===== config.mk =====
export PLATFORM = sky130hd
export DESIGN_NAME = api_frame_parser
export DESIGN_NICKNAME = d
export VERILOG_FILES = /design/src/rtl/afp_pkg.sv /design/src/rtl/afp_step.sv /design/src/rtl/api_frame_parser.sv
export SDC_FILE = /design/constraint.sdc
export NUM_CORES = 1
export LEC_CHECK = 0
export BUFFER_PORTS_ARGS = -buffer_cell sky130_fd_sc_hd__buf_2
export CAP_MARGIN = 10
export CORE_AREA = 4 4 149 151
export CTS_BUF_LIST = sky130_fd_sc_hd__clkbuf_8
export CTS_CLUSTER_SIZE = 14
export DETAILED_ROUTE_END_ITERATION = 12
export DIE_AREA = 0 0 153 155
export PLACE_DENSITY = 0.64
export SLEW_MARGIN = 0
export SYNTH_ARGS = -nofsm -noshare
export SYNTH_HDL_FRONTEND = slang
export SYNTH_SLANG_ARGS = --single-unit

===== constraint.sdc =====
create_clock -name i_clk -period 7.1 [get_ports i_clk]
set_input_delay 1.42 -clock i_clk [delete_from_list [all_inputs] [get_ports i_clk]]
set_output_delay 1.42 -clock i_clk [all_outputs]
set_load 0.02 [all_outputs]

===== src/rtl/afp_pkg.sv =====
package afp_pkg;

    localparam int unsigned MaxFrameDefault = 1024;
    localparam int unsigned CfgIdxW         = 3;
    localparam int unsigned CfgDataW        = 11;
    localparam int unsigned LenW            = 11;
    localparam int unsigned ExpW            = 17;
    localparam int unsigned BoundW          = 18;

    // configuration register indexes
    localparam logic [CfgIdxW-1:0] CFG_ESCAPED_MODE    = 3'd0;
    localparam logic [CfgIdxW-1:0] CFG_FRAME_DELIMITER = 3'd1;
    localparam logic [CfgIdxW-1:0] CFG_ESCAPE_MARKER   = 3'd2;
    localparam logic [CfgIdxW-1:0] CFG_ESCAPE_XOR      = 3'd3;
    localparam logic [CfgIdxW-1:0] CFG_CHECKSUM_SEED   = 3'd4;
    localparam logic [CfgIdxW-1:0] CFG_MAX_FRAME_BYTES = 3'd5;

    localparam logic [7:0]      RstFrameDelimiter = 8'd126;
    localparam logic [7:0]      RstEscapeMarker   = 8'd125;
    localparam logic [7:0]      RstEscapeXor      = 8'd32;
    localparam logic [7:0]      RstChecksumSeed   = 8'd255;
    localparam logic [LenW-1:0] RstMaxFrameBytes  = 11'd1024;

    typedef struct packed {
        logic            escaped_mode;
        logic [7:0]      frame_delimiter;
        logic [7:0]      escape_marker;
        logic [7:0]      escape_xor;
        logic [7:0]      checksum_seed;
        logic [LenW-1:0] max_frame_bytes;
    } t_cfg;

    typedef struct packed {
        logic [7:0]      out_byte;
        logic            byte_valid;
        logic            frame_done;
        logic [LenW-1:0] frame_raw_length;
        logic [LenW-1:0] frame_data_length;
        logic            sync_lost;
    } t_result;

    // counter width: holds the largest possible limit plus one
    function automatic int unsigned afp_cnt_w(input int unsigned max_frame);
        int unsigned cap;
        cap = (max_frame < 2047) ? max_frame : 2047;
        return $clog2(cap + 2);
    endfunction

endpackage


===== src/rtl/afp_step.sv =====
module afp_step #(
    parameter int unsigned MAX_FRAME = afp_pkg::MaxFrameDefault
) (
    input  afp_pkg::t_cfg                                   i_cfg,
    input  logic [7:0]                                      i_byte,
    input  logic [afp_pkg::afp_cnt_w(MAX_FRAME)-1:0]        i_raw_count,
    input  logic [afp_pkg::afp_cnt_w(MAX_FRAME)-1:0]        i_logical_count,
    input  logic [afp_pkg::ExpW-1:0]                        i_expected_length,
    input  logic [7:0]                                      i_running_checksum,
    input  logic                                            i_escape_pending,
    output logic [afp_pkg::afp_cnt_w(MAX_FRAME)-1:0]        o_raw_count,
    output logic [afp_pkg::afp_cnt_w(MAX_FRAME)-1:0]        o_logical_count,
    output logic [afp_pkg::ExpW-1:0]                        o_expected_length,
    output logic [7:0]                                      o_running_checksum,
    output logic                                            o_escape_pending,
    output afp_pkg::t_result                                o_res
);
    import afp_pkg::*;

    localparam int unsigned CntW = afp_cnt_w(MAX_FRAME);

    logic [BoundW-1:0] limit;
    logic [CntW-1:0]   raw_nx;
    logic [CntW-1:0]   log_nx;
    logic [ExpW-1:0]   exp_nx;
    logic [7:0]        csum_nx;
    logic [7:0]        bx;
    logic              esc_skip;
    logic [BoundW-1:0] bound;
    logic              fault;
    logic              done;

    assign limit = ({{(BoundW-LenW){1'b0}}, i_cfg.max_frame_bytes} < BoundW'(MAX_FRAME))
                 ? {{(BoundW-LenW){1'b0}}, i_cfg.max_frame_bytes} : BoundW'(MAX_FRAME);
    assign raw_nx = i_raw_count + CntW'(1);
    assign log_nx = i_logical_count + CntW'(1);

    always_comb begin
        o_raw_count        = i_raw_count;
        o_logical_count    = i_logical_count;
        o_expected_length  = i_expected_length;
        o_running_checksum = i_running_checksum;
        o_escape_pending   = i_escape_pending;
        o_res              = '0;
        bx                 = i_byte;
        esc_skip           = 1'b0;
        exp_nx             = i_expected_length;
        csum_nx            = i_running_checksum;
        bound              = '0;
        fault              = 1'b0;
        done               = 1'b0;

        if (i_raw_count == '0) begin
            // hunt for the delimiter
            if (i_byte == i_cfg.frame_delimiter) begin
                o_raw_count        = CntW'(1);
                o_logical_count    = CntW'(1);
                o_expected_length  = '0;
                o_running_checksum = i_cfg.checksum_seed;
                o_escape_pending   = 1'b0;
                o_res.out_byte     = i_byte;
                o_res.byte_valid   = 1'b1;
            end
        end else begin
            o_raw_count = raw_nx;
            if (i_cfg.escaped_mode) begin
                if (i_escape_pending) begin
                    bx               = i_byte ^ i_cfg.escape_xor;
                    o_escape_pending = 1'b0;
                end else if (i_byte == i_cfg.escape_marker) begin
                    o_escape_pending = 1'b1;
                    esc_skip         = 1'b1;
                end
            end else begin
                o_escape_pending = 1'b0;
            end

            if (esc_skip) begin
                // drop the marker, but it still counts against the limit
                fault = BoundW'(raw_nx) > limit;
            end else begin
                if (log_nx == CntW'(2)) begin
                    exp_nx = {{(ExpW-8){1'b0}}, bx};
                end else if (log_nx == CntW'(3)) begin
                    exp_nx = {1'b0, i_expected_length[7:0], bx} + ExpW'(4);
                end else if (ExpW'(log_nx) != i_expected_length) begin
                    csum_nx = i_running_checksum - bx;
                end

                bound = (log_nx >= CntW'(3))
                      ? BoundW'(exp_nx) + BoundW'(raw_nx - log_nx)
                      : BoundW'(raw_nx);

                if (bound > limit) begin
                    fault = 1'b1;
                end else if (log_nx >= CntW'(4) && ExpW'(log_nx) == exp_nx) begin
                    if (bx == i_running_checksum) begin
                        done = 1'b1;
                    end else begin
                        fault = 1'b1;
                    end
                end

                if (!fault) begin
                    o_logical_count    = log_nx;
                    o_expected_length  = exp_nx;
                    o_running_checksum = csum_nx;
                    o_res.out_byte     = bx;
                    o_res.byte_valid   = 1'b1;
                    if (done) begin
                        o_res.frame_done        = 1'b1;
                        o_res.frame_raw_length  = LenW'(raw_nx);
                        o_res.frame_data_length = LenW'(log_nx);
                    end
                end
            end

            // drop back to hunting
            if (fault || done) begin
                o_raw_count        = '0;
                o_logical_count    = '0;
                o_expected_length  = '0;
                o_running_checksum = i_cfg.checksum_seed;
                o_escape_pending   = 1'b0;
                o_res.sync_lost    = fault;
            end
        end
    end

endmodule


===== src/rtl/api_frame_parser.sv =====
// Frame parser for a byte-wide radio-link receive stream.
// Input channel: one received byte per word on i_rx_byte (i_in_valid/o_in_ready).
// Output channel: exactly one result word per input byte (o_out_valid/i_out_ready):
// the unescaped frame byte with o_byte_valid, o_frame_done with the raw and
// unescaped frame lengths on a good checksum, and o_sync_lost when a frame is
// abandoned on a length or checksum fault. Idle bytes and escape markers give a
// result with all fields zero, except that a marker past the length limit sets
// o_sync_lost.
// Config channel: i_cfg_index selects escaped_mode, frame_delimiter,
// escape_marker, escape_xor, checksum_seed or max_frame_bytes; always ready,
// effective from the next byte. Indexes past the list are ignored.
// The result is registered and appears in the cycle after its byte is accepted.
// Throughput: one byte per cycle; the single output register is refilled in
// the same cycle it is drained, so o_in_ready drops only while a result is
// held and i_out_ready is low.
// Reset (synchronous, active low) returns the registers to their defaults,
// empties the output register and starts hunting for the delimiter.
module api_frame_parser #(
    parameter int unsigned MAX_FRAME = afp_pkg::MaxFrameDefault
) (
    input  logic                          i_clk,
    input  logic                          i_rst_n,
    input  logic                          i_in_valid,
    output logic                          o_in_ready,
    input  logic [7:0]                    i_rx_byte,
    output logic                          o_out_valid,
    input  logic                          i_out_ready,
    output logic [7:0]                    o_out_byte,
    output logic                          o_byte_valid,
    output logic                          o_frame_done,
    output logic [afp_pkg::LenW-1:0]      o_frame_raw_length,
    output logic [afp_pkg::LenW-1:0]      o_frame_data_length,
    output logic                          o_sync_lost,
    input  logic                          i_cfg_valid,
    output logic                          o_cfg_ready,
    input  logic [afp_pkg::CfgIdxW-1:0]   i_cfg_index,
    input  logic [afp_pkg::CfgDataW-1:0]  i_cfg_data
);
    import afp_pkg::*;

    localparam int unsigned CntW = afp_cnt_w(MAX_FRAME);

    t_cfg            r_cfg;
    logic [CntW-1:0] r_raw_count;
    logic [CntW-1:0] r_logical_count;
    logic [ExpW-1:0] r_expected_length;
    logic [7:0]      r_running_checksum;
    logic            r_escape_pending;
    logic [CntW-1:0] n_raw_count;
    logic [CntW-1:0] n_logical_count;
    logic [ExpW-1:0] n_expected_length;
    logic [7:0]      n_running_checksum;
    logic            n_escape_pending;
    t_result         n_res;
    t_result         r_res;
    logic            r_out_valid;
    logic            in_acc;

    assign o_cfg_ready = 1'b1;
    assign o_in_ready  = !r_out_valid || i_out_ready;
    assign in_acc      = i_in_valid && o_in_ready;

    always_ff @(posedge i_clk) begin
        if (!i_rst_n) begin
            r_cfg.escaped_mode    <= 1'b0;
            r_cfg.frame_delimiter <= RstFrameDelimiter;
            r_cfg.escape_marker   <= RstEscapeMarker;
            r_cfg.escape_xor      <= RstEscapeXor;
            r_cfg.checksum_seed   <= RstChecksumSeed;
            r_cfg.max_frame_bytes <= RstMaxFrameBytes;
        end else if (i_cfg_valid) begin
            unique case (i_cfg_index)
                CFG_ESCAPED_MODE:    r_cfg.escaped_mode    <= i_cfg_data[0];
                CFG_FRAME_DELIMITER: r_cfg.frame_delimiter <= i_cfg_data[7:0];
                CFG_ESCAPE_MARKER:   r_cfg.escape_marker   <= i_cfg_data[7:0];
                CFG_ESCAPE_XOR:      r_cfg.escape_xor      <= i_cfg_data[7:0];
                CFG_CHECKSUM_SEED:   r_cfg.checksum_seed   <= i_cfg_data[7:0];
                CFG_MAX_FRAME_BYTES: r_cfg.max_frame_bytes <= i_cfg_data;
                default: ;
            endcase
        end
    end

    afp_step #(
        .MAX_FRAME (MAX_FRAME)
    ) u_step (
        .i_cfg              (r_cfg),
        .i_byte             (i_rx_byte),
        .i_raw_count        (r_raw_count),
        .i_logical_count    (r_logical_count),
        .i_expected_length  (r_expected_length),
        .i_running_checksum (r_running_checksum),
        .i_escape_pending   (r_escape_pending),
        .o_raw_count        (n_raw_count),
        .o_logical_count    (n_logical_count),
        .o_expected_length  (n_expected_length),
        .o_running_checksum (n_running_checksum),
        .o_escape_pending   (n_escape_pending),
        .o_res              (n_res)
    );

    always_ff @(posedge i_clk) begin
        if (!i_rst_n) begin
            r_raw_count        <= '0;
            r_logical_count    <= '0;
            r_expected_length  <= '0;
            r_running_checksum <= RstChecksumSeed;
            r_escape_pending   <= 1'b0;
            r_out_valid        <= 1'b0;
        end else begin
            if (in_acc) begin
                r_raw_count        <= n_raw_count;
                r_logical_count    <= n_logical_count;
                r_expected_length  <= n_expected_length;
                r_running_checksum <= n_running_checksum;
                r_escape_pending   <= n_escape_pending;
                r_out_valid        <= 1'b1;
            end else if (i_out_ready) begin
                r_out_valid <= 1'b0;
            end
        end
    end

    // result register: load on accept, hold while stalled
    always_ff @(posedge i_clk) begin
        if (in_acc) begin
            r_res <= n_res;
        end
    end

    assign o_out_valid         = r_out_valid;
    assign o_out_byte          = r_res.out_byte;
    assign o_byte_valid        = r_res.byte_valid;
    assign o_frame_done        = r_res.frame_done;
    assign o_frame_raw_length  = r_res.frame_raw_length;
    assign o_frame_data_length = r_res.frame_data_length;
    assign o_sync_lost         = r_res.sync_lost;

    a_done_has_byte: assert property (@(posedge i_clk) disable iff (!i_rst_n)
        (o_out_valid && o_frame_done) |-> (o_byte_valid && !o_sync_lost))
        else $error("frame_done without a valid byte");

    a_lost_no_byte: assert property (@(posedge i_clk) disable iff (!i_rst_n)
        (o_out_valid && o_sync_lost) |-> (!o_byte_valid && o_out_byte == 8'd0))
        else $error("sync_lost with a frame byte");

    a_log_le_raw: assert property (@(posedge i_clk) disable iff (!i_rst_n)
        r_logical_count <= r_raw_count)
        else $error("logical count exceeds raw count");

    a_start: assert property (@(posedge i_clk) disable iff (!i_rst_n)
        (in_acc && r_raw_count == '0 && i_rx_byte == r_cfg.frame_delimiter)
        |=> (r_raw_count == CntW'(1) && r_logical_count == CntW'(1)))
        else $error("delimiter did not start a frame");

    a_done_hunts: assert property (@(posedge i_clk) disable iff (!i_rst_n)
        (in_acc && (n_res.frame_done || n_res.sync_lost)) |=> (r_raw_count == '0))
        else $error("parser did not return to hunting");

endmodule


==> results.md <==
- Leaving out fill and tap cells, the most frequent cell in the layout is nand2_1.
- For this run, design rule violations remaining after detail routing come to 0.
- Clock tree synthesis selected as its root buffer the cell clkbuf_8.
- Routability-driven placement finished with a final weighted congestion of 0.982.
- Summing every instance area after synthesis gives 9260 µm².
- Counting instances, the worst hold path has a depth of 2.
- The initial antenna violation count is 0.
- For the worst flop-to-flop path, the logic depth is 30.
- The number of buffers created by CTS is 17.
- The share of post-route cells with drive strength above 1 is 0.144.
- The finished cells cover 10300 µm².
- The cell area after placement is 9860 µm².
- On the final layout, the worst clock skew is 17.6 ps.
- The final critical-path required period is 6710 ps.
- The maximum resistive drop on vdd is 106 µV.
- By startpoint and endpoint, the worst setup path is classified as in -> reg.
- In the layout the commonest cells are nand2_1, a21oi_1, dfxtp_1.
- The leakage power total is 4.05 nW.
- The largest driver fanout on the critical path is 13.
- The final-stage net count is 1292.
- The detail route stage leaves a number of antenna-violating nets equal to 0.
- The final hold violation count is 0.
- The max-slew violation count is 0.
- From left edge to right edge, the die measures 153 µm.
- The total number of placement rows is 53.
- The clock reaches the later pin of the worst-skew pair after 470 ps.
- For this run, the leading register cell type out of synthesis is dfxtp_1.
- The antenna cell count is 0.
- After clock tree synthesis, the clock-pin slew on the worst setup and hold paths is 90 ps.
- After synthesis the netlist holds a flip-flop and latch count of 126.
- Setup repair after global routing left no endpoint under its margin.
- The maximum number of pins on one net before global-route repair is 71.
- The nature of the critical path endpoint is a flip-flop.
- Before CTS, the worst setup slack after placement is -133 ps.
- Synthesis instantiated 91 different standard cells from the library.
- The post-route core utilization is 0.496.
- The count of warnings emitted by yosys is 0.
- Summed over all layers, the routed wires come to 27200 µm.
- Setup violations remaining at the end of the flow were counted as 0.
- In this run, post-CTS hold repair placed 0 buffers.
- The global route total overflow is 0.
- After floorplanning, the core was sized to cover 20800 µm².
- Dividing the detail-routed wire length by the instance count gives 18.3 µm.
- The class of the most critical hold timing path is reg -> reg.
- The number of global-route vias before repair came to 8069.
- The startpoint identified for the worst hold timing path is r_cfg[0].
- The area growth from synthesis to layout is 11.5%.
- Static timing analysis puts the maximum clock frequency at 149 MHz.
- The flow ran to the end, and the final reports show no timing, DRC or antenna violations.
- The die outline area is 23700 µm².
- In the routed layout, each cell is associated on average with a via count of 5.75.
- CTS built an H-tree with a depth of 4.
- In this run the critical register-to-register path is captured at o_out_byte[4].
- In this run the tightest slew margin relative to its limit is 0.350.
- The post-synthesis net count is 1238.
- The sequential cell area fraction in the yosys report is 0.308.
- The initial standard-cell utilization of the core is 0.445.
- The max-capacitance violation count is 0.
- The wire length of the first global-routing pass is 42900 µm.
- The global-route usage over all layers is 0.224.
- For the worst setup path, the data arrival time is 7010 ps.
- The total of buffers placed on input and output ports is 61.
- The kind of launch point of the worst setup path is a primary input.
- In this run the power density over the cells is 148 nW/µm².
- Once routing completed, OpenROAD measured the worst setup slack at 392 ps.
- The total power of the final layout is 1.53 mW.
- The end point of the worst hold path is r_cfg[0].
- In the finished design, the share of the clock period the worst path needs comes to 0.945.
- The chip height is 155 µm.
- For this run, asynchronously set or reset flops after synthesis account for 0.
- STA puts the critical path data required time at 7400 ps.
- During I/O placement, the number of pins put on the boundary was 63.
- In this run the critical register-to-register path is launched from r_raw_count[0].
- The clock sink count is 126.
- The length of the first detailed-routing pass in iterations is 6.
- At the pin with the least slew margin, the transition time is 962 ps.
- In this run, synthesis inferred 33 flip-flops with an integrated enable.
- For flop-to-flop paths, the worst setup slack is 400 ps.
- The CTS tree is done.
- The via count of the routed design is 8563.
- Dividing the synthesized area by the synthesized cell count gives 8.06 µm².
- The synthesized netlist cell count is 1148.
- The detailed placement HPWL is 20200 µm.
- The number of filler instances in the final layout is 2092.
- The initial detailed-routing violation count is 860.
- The clock passes through at most 2 buffers.
-- layer usage --
layer | GRT usage | routed length (µm) | up-vias
met2 | 0.369 | 12700 | 301
met4 | 0.0844 | 915 | 0
met1 | 0.296 | 12000 | 4007
met5 | 0 | 0 | -
met3 | 0.0387 | 1550 | 57
li1 | - | - | 4198
-- timing repair --
item,in CTS,in global routing
endpoints found under the setup margin,0,67
gates resized for setup,0,12
setup buffers,0,4
endpoints found under the hold margin,0,0
-- how the worst max path moves through the flow --
stage / from / depth (start not counted) / slack (ps) / to
2_1_floorplan: i_rx_byte[2] / 29 / 560 / r_raw_count[2]
3_3_place_gp: i_rx_byte[3] / 27 / -100 / r_running_checksum[1]
3_5_place_dp: i_rx_byte[3] / 27 / -130 / r_running_checksum[1]
4_1_cts: r_logical_count[0] / 27 / 20 / r_running_checksum[1]
5_1_grt: r_logical_count[4] / 27 / 40 / o_out_byte[4]
6_report: i_rx_byte[3] / 27 / 390 / o_out_byte[4]
-- report_power, final --
part           internal (mW)  switching (mW)  leakage [nW]  total (mW)
clock network          0.261           0.370         0.193       0.631
registers              0.751         0.00776          1.09       0.759
logic                 0.0464          0.0899          2.77       0.136
total                   1.06           0.467          4.05        1.53
-- cell usage after synthesis (all sizes together), types with 21 or more instances --
master | count | area (µm²)
nor2 | 74 | 280
dfxtp | 93 | 1860
nand3 | 72 | 378
ha | 60 | 751
inv | 43 | 161
a21oi | 104 | 524
o21ai | 40 | 208
xnor2 | 62 | 558
nand4 | 21 | 131
nand2 | 193 | 724
edfxtp | 33 | 991
xor2 | 36 | 315
clkbuf | 42 | 158
buf | 24 | 166
-- kinds of logic after synthesis --
| kind of cell | Yosys count | synth area share |
|---|---|---|
| muxes | 17 | 0.0189 |
| adders and majority gates | 65 | 0.0898 |
| buffers and inverters | 110 | 0.0529 |
| other | 1 | 0.000405 |
| DFF | 126 | 0.308 |
| and+or+nand+nor | 465 | 0.243 |
| AOI/OAI and AO/OA | 265 | 0.190 |
| xor gates and xnor gates | 99 | 0.0968 |
-- through the flow --
step / TNS (ps) / hold slack, ps / cells
after floorplan: 0 / 432 / 1148
after global placement: -484 / 443 / 1453
after detailed placement: -1240 / 447 / 1453
after CTS: 0 / 460 / 1485
after global routing: 0 / 484 / 1490
final: 0 / 455 / 1490
-- critical path, cell delays in order --
cell and delay (ps):
buf_2 160, xnor2_1 240, ha_1 220, nand2_1 90, o211a_1 220, a221oi_1 410, o22a_1 260, ha_1 290
a21oi_1 310, a21bo_2 210, a31oi_2 60, a21oi_1 220, xnor2_1 80, nor2_1 120, a21oi_1 60, ha_1 330
nand4_1 150, o22ai_1 170, a31o_2 140, o2111ai_1 180, nor3_1 390, a21oi_2 200, buf_4 220, a211oi_4 300
buf_4 240, a21oi_1 80, mux2i_1 210
-- state kept, by name, summed over array words and instances (netlist names), 8 cells and up --
name	flops
o_frame_raw_length	11
r_running_checksum	8
r_expected_length	17
o_frame_data_length	11
r_logical_count	11
o_out_byte	8
r_cfg	44
r_raw_count	11
-- area by class of cell --
cell class	instances	area [µm²]	share of cell area
Sequential cell	126	2850	0.277
Clock buffer	17	234	0.0227
Multi-Input combinational cell	913	5970	0.579
Tap cell	275	344	0.0333
Clock inverter	15	140	0.0136
Timing Repair Buffer	100	611	0.0592
Inverter	44	165	0.0160
No activity file was read; power rests on OpenSTA's default activity.
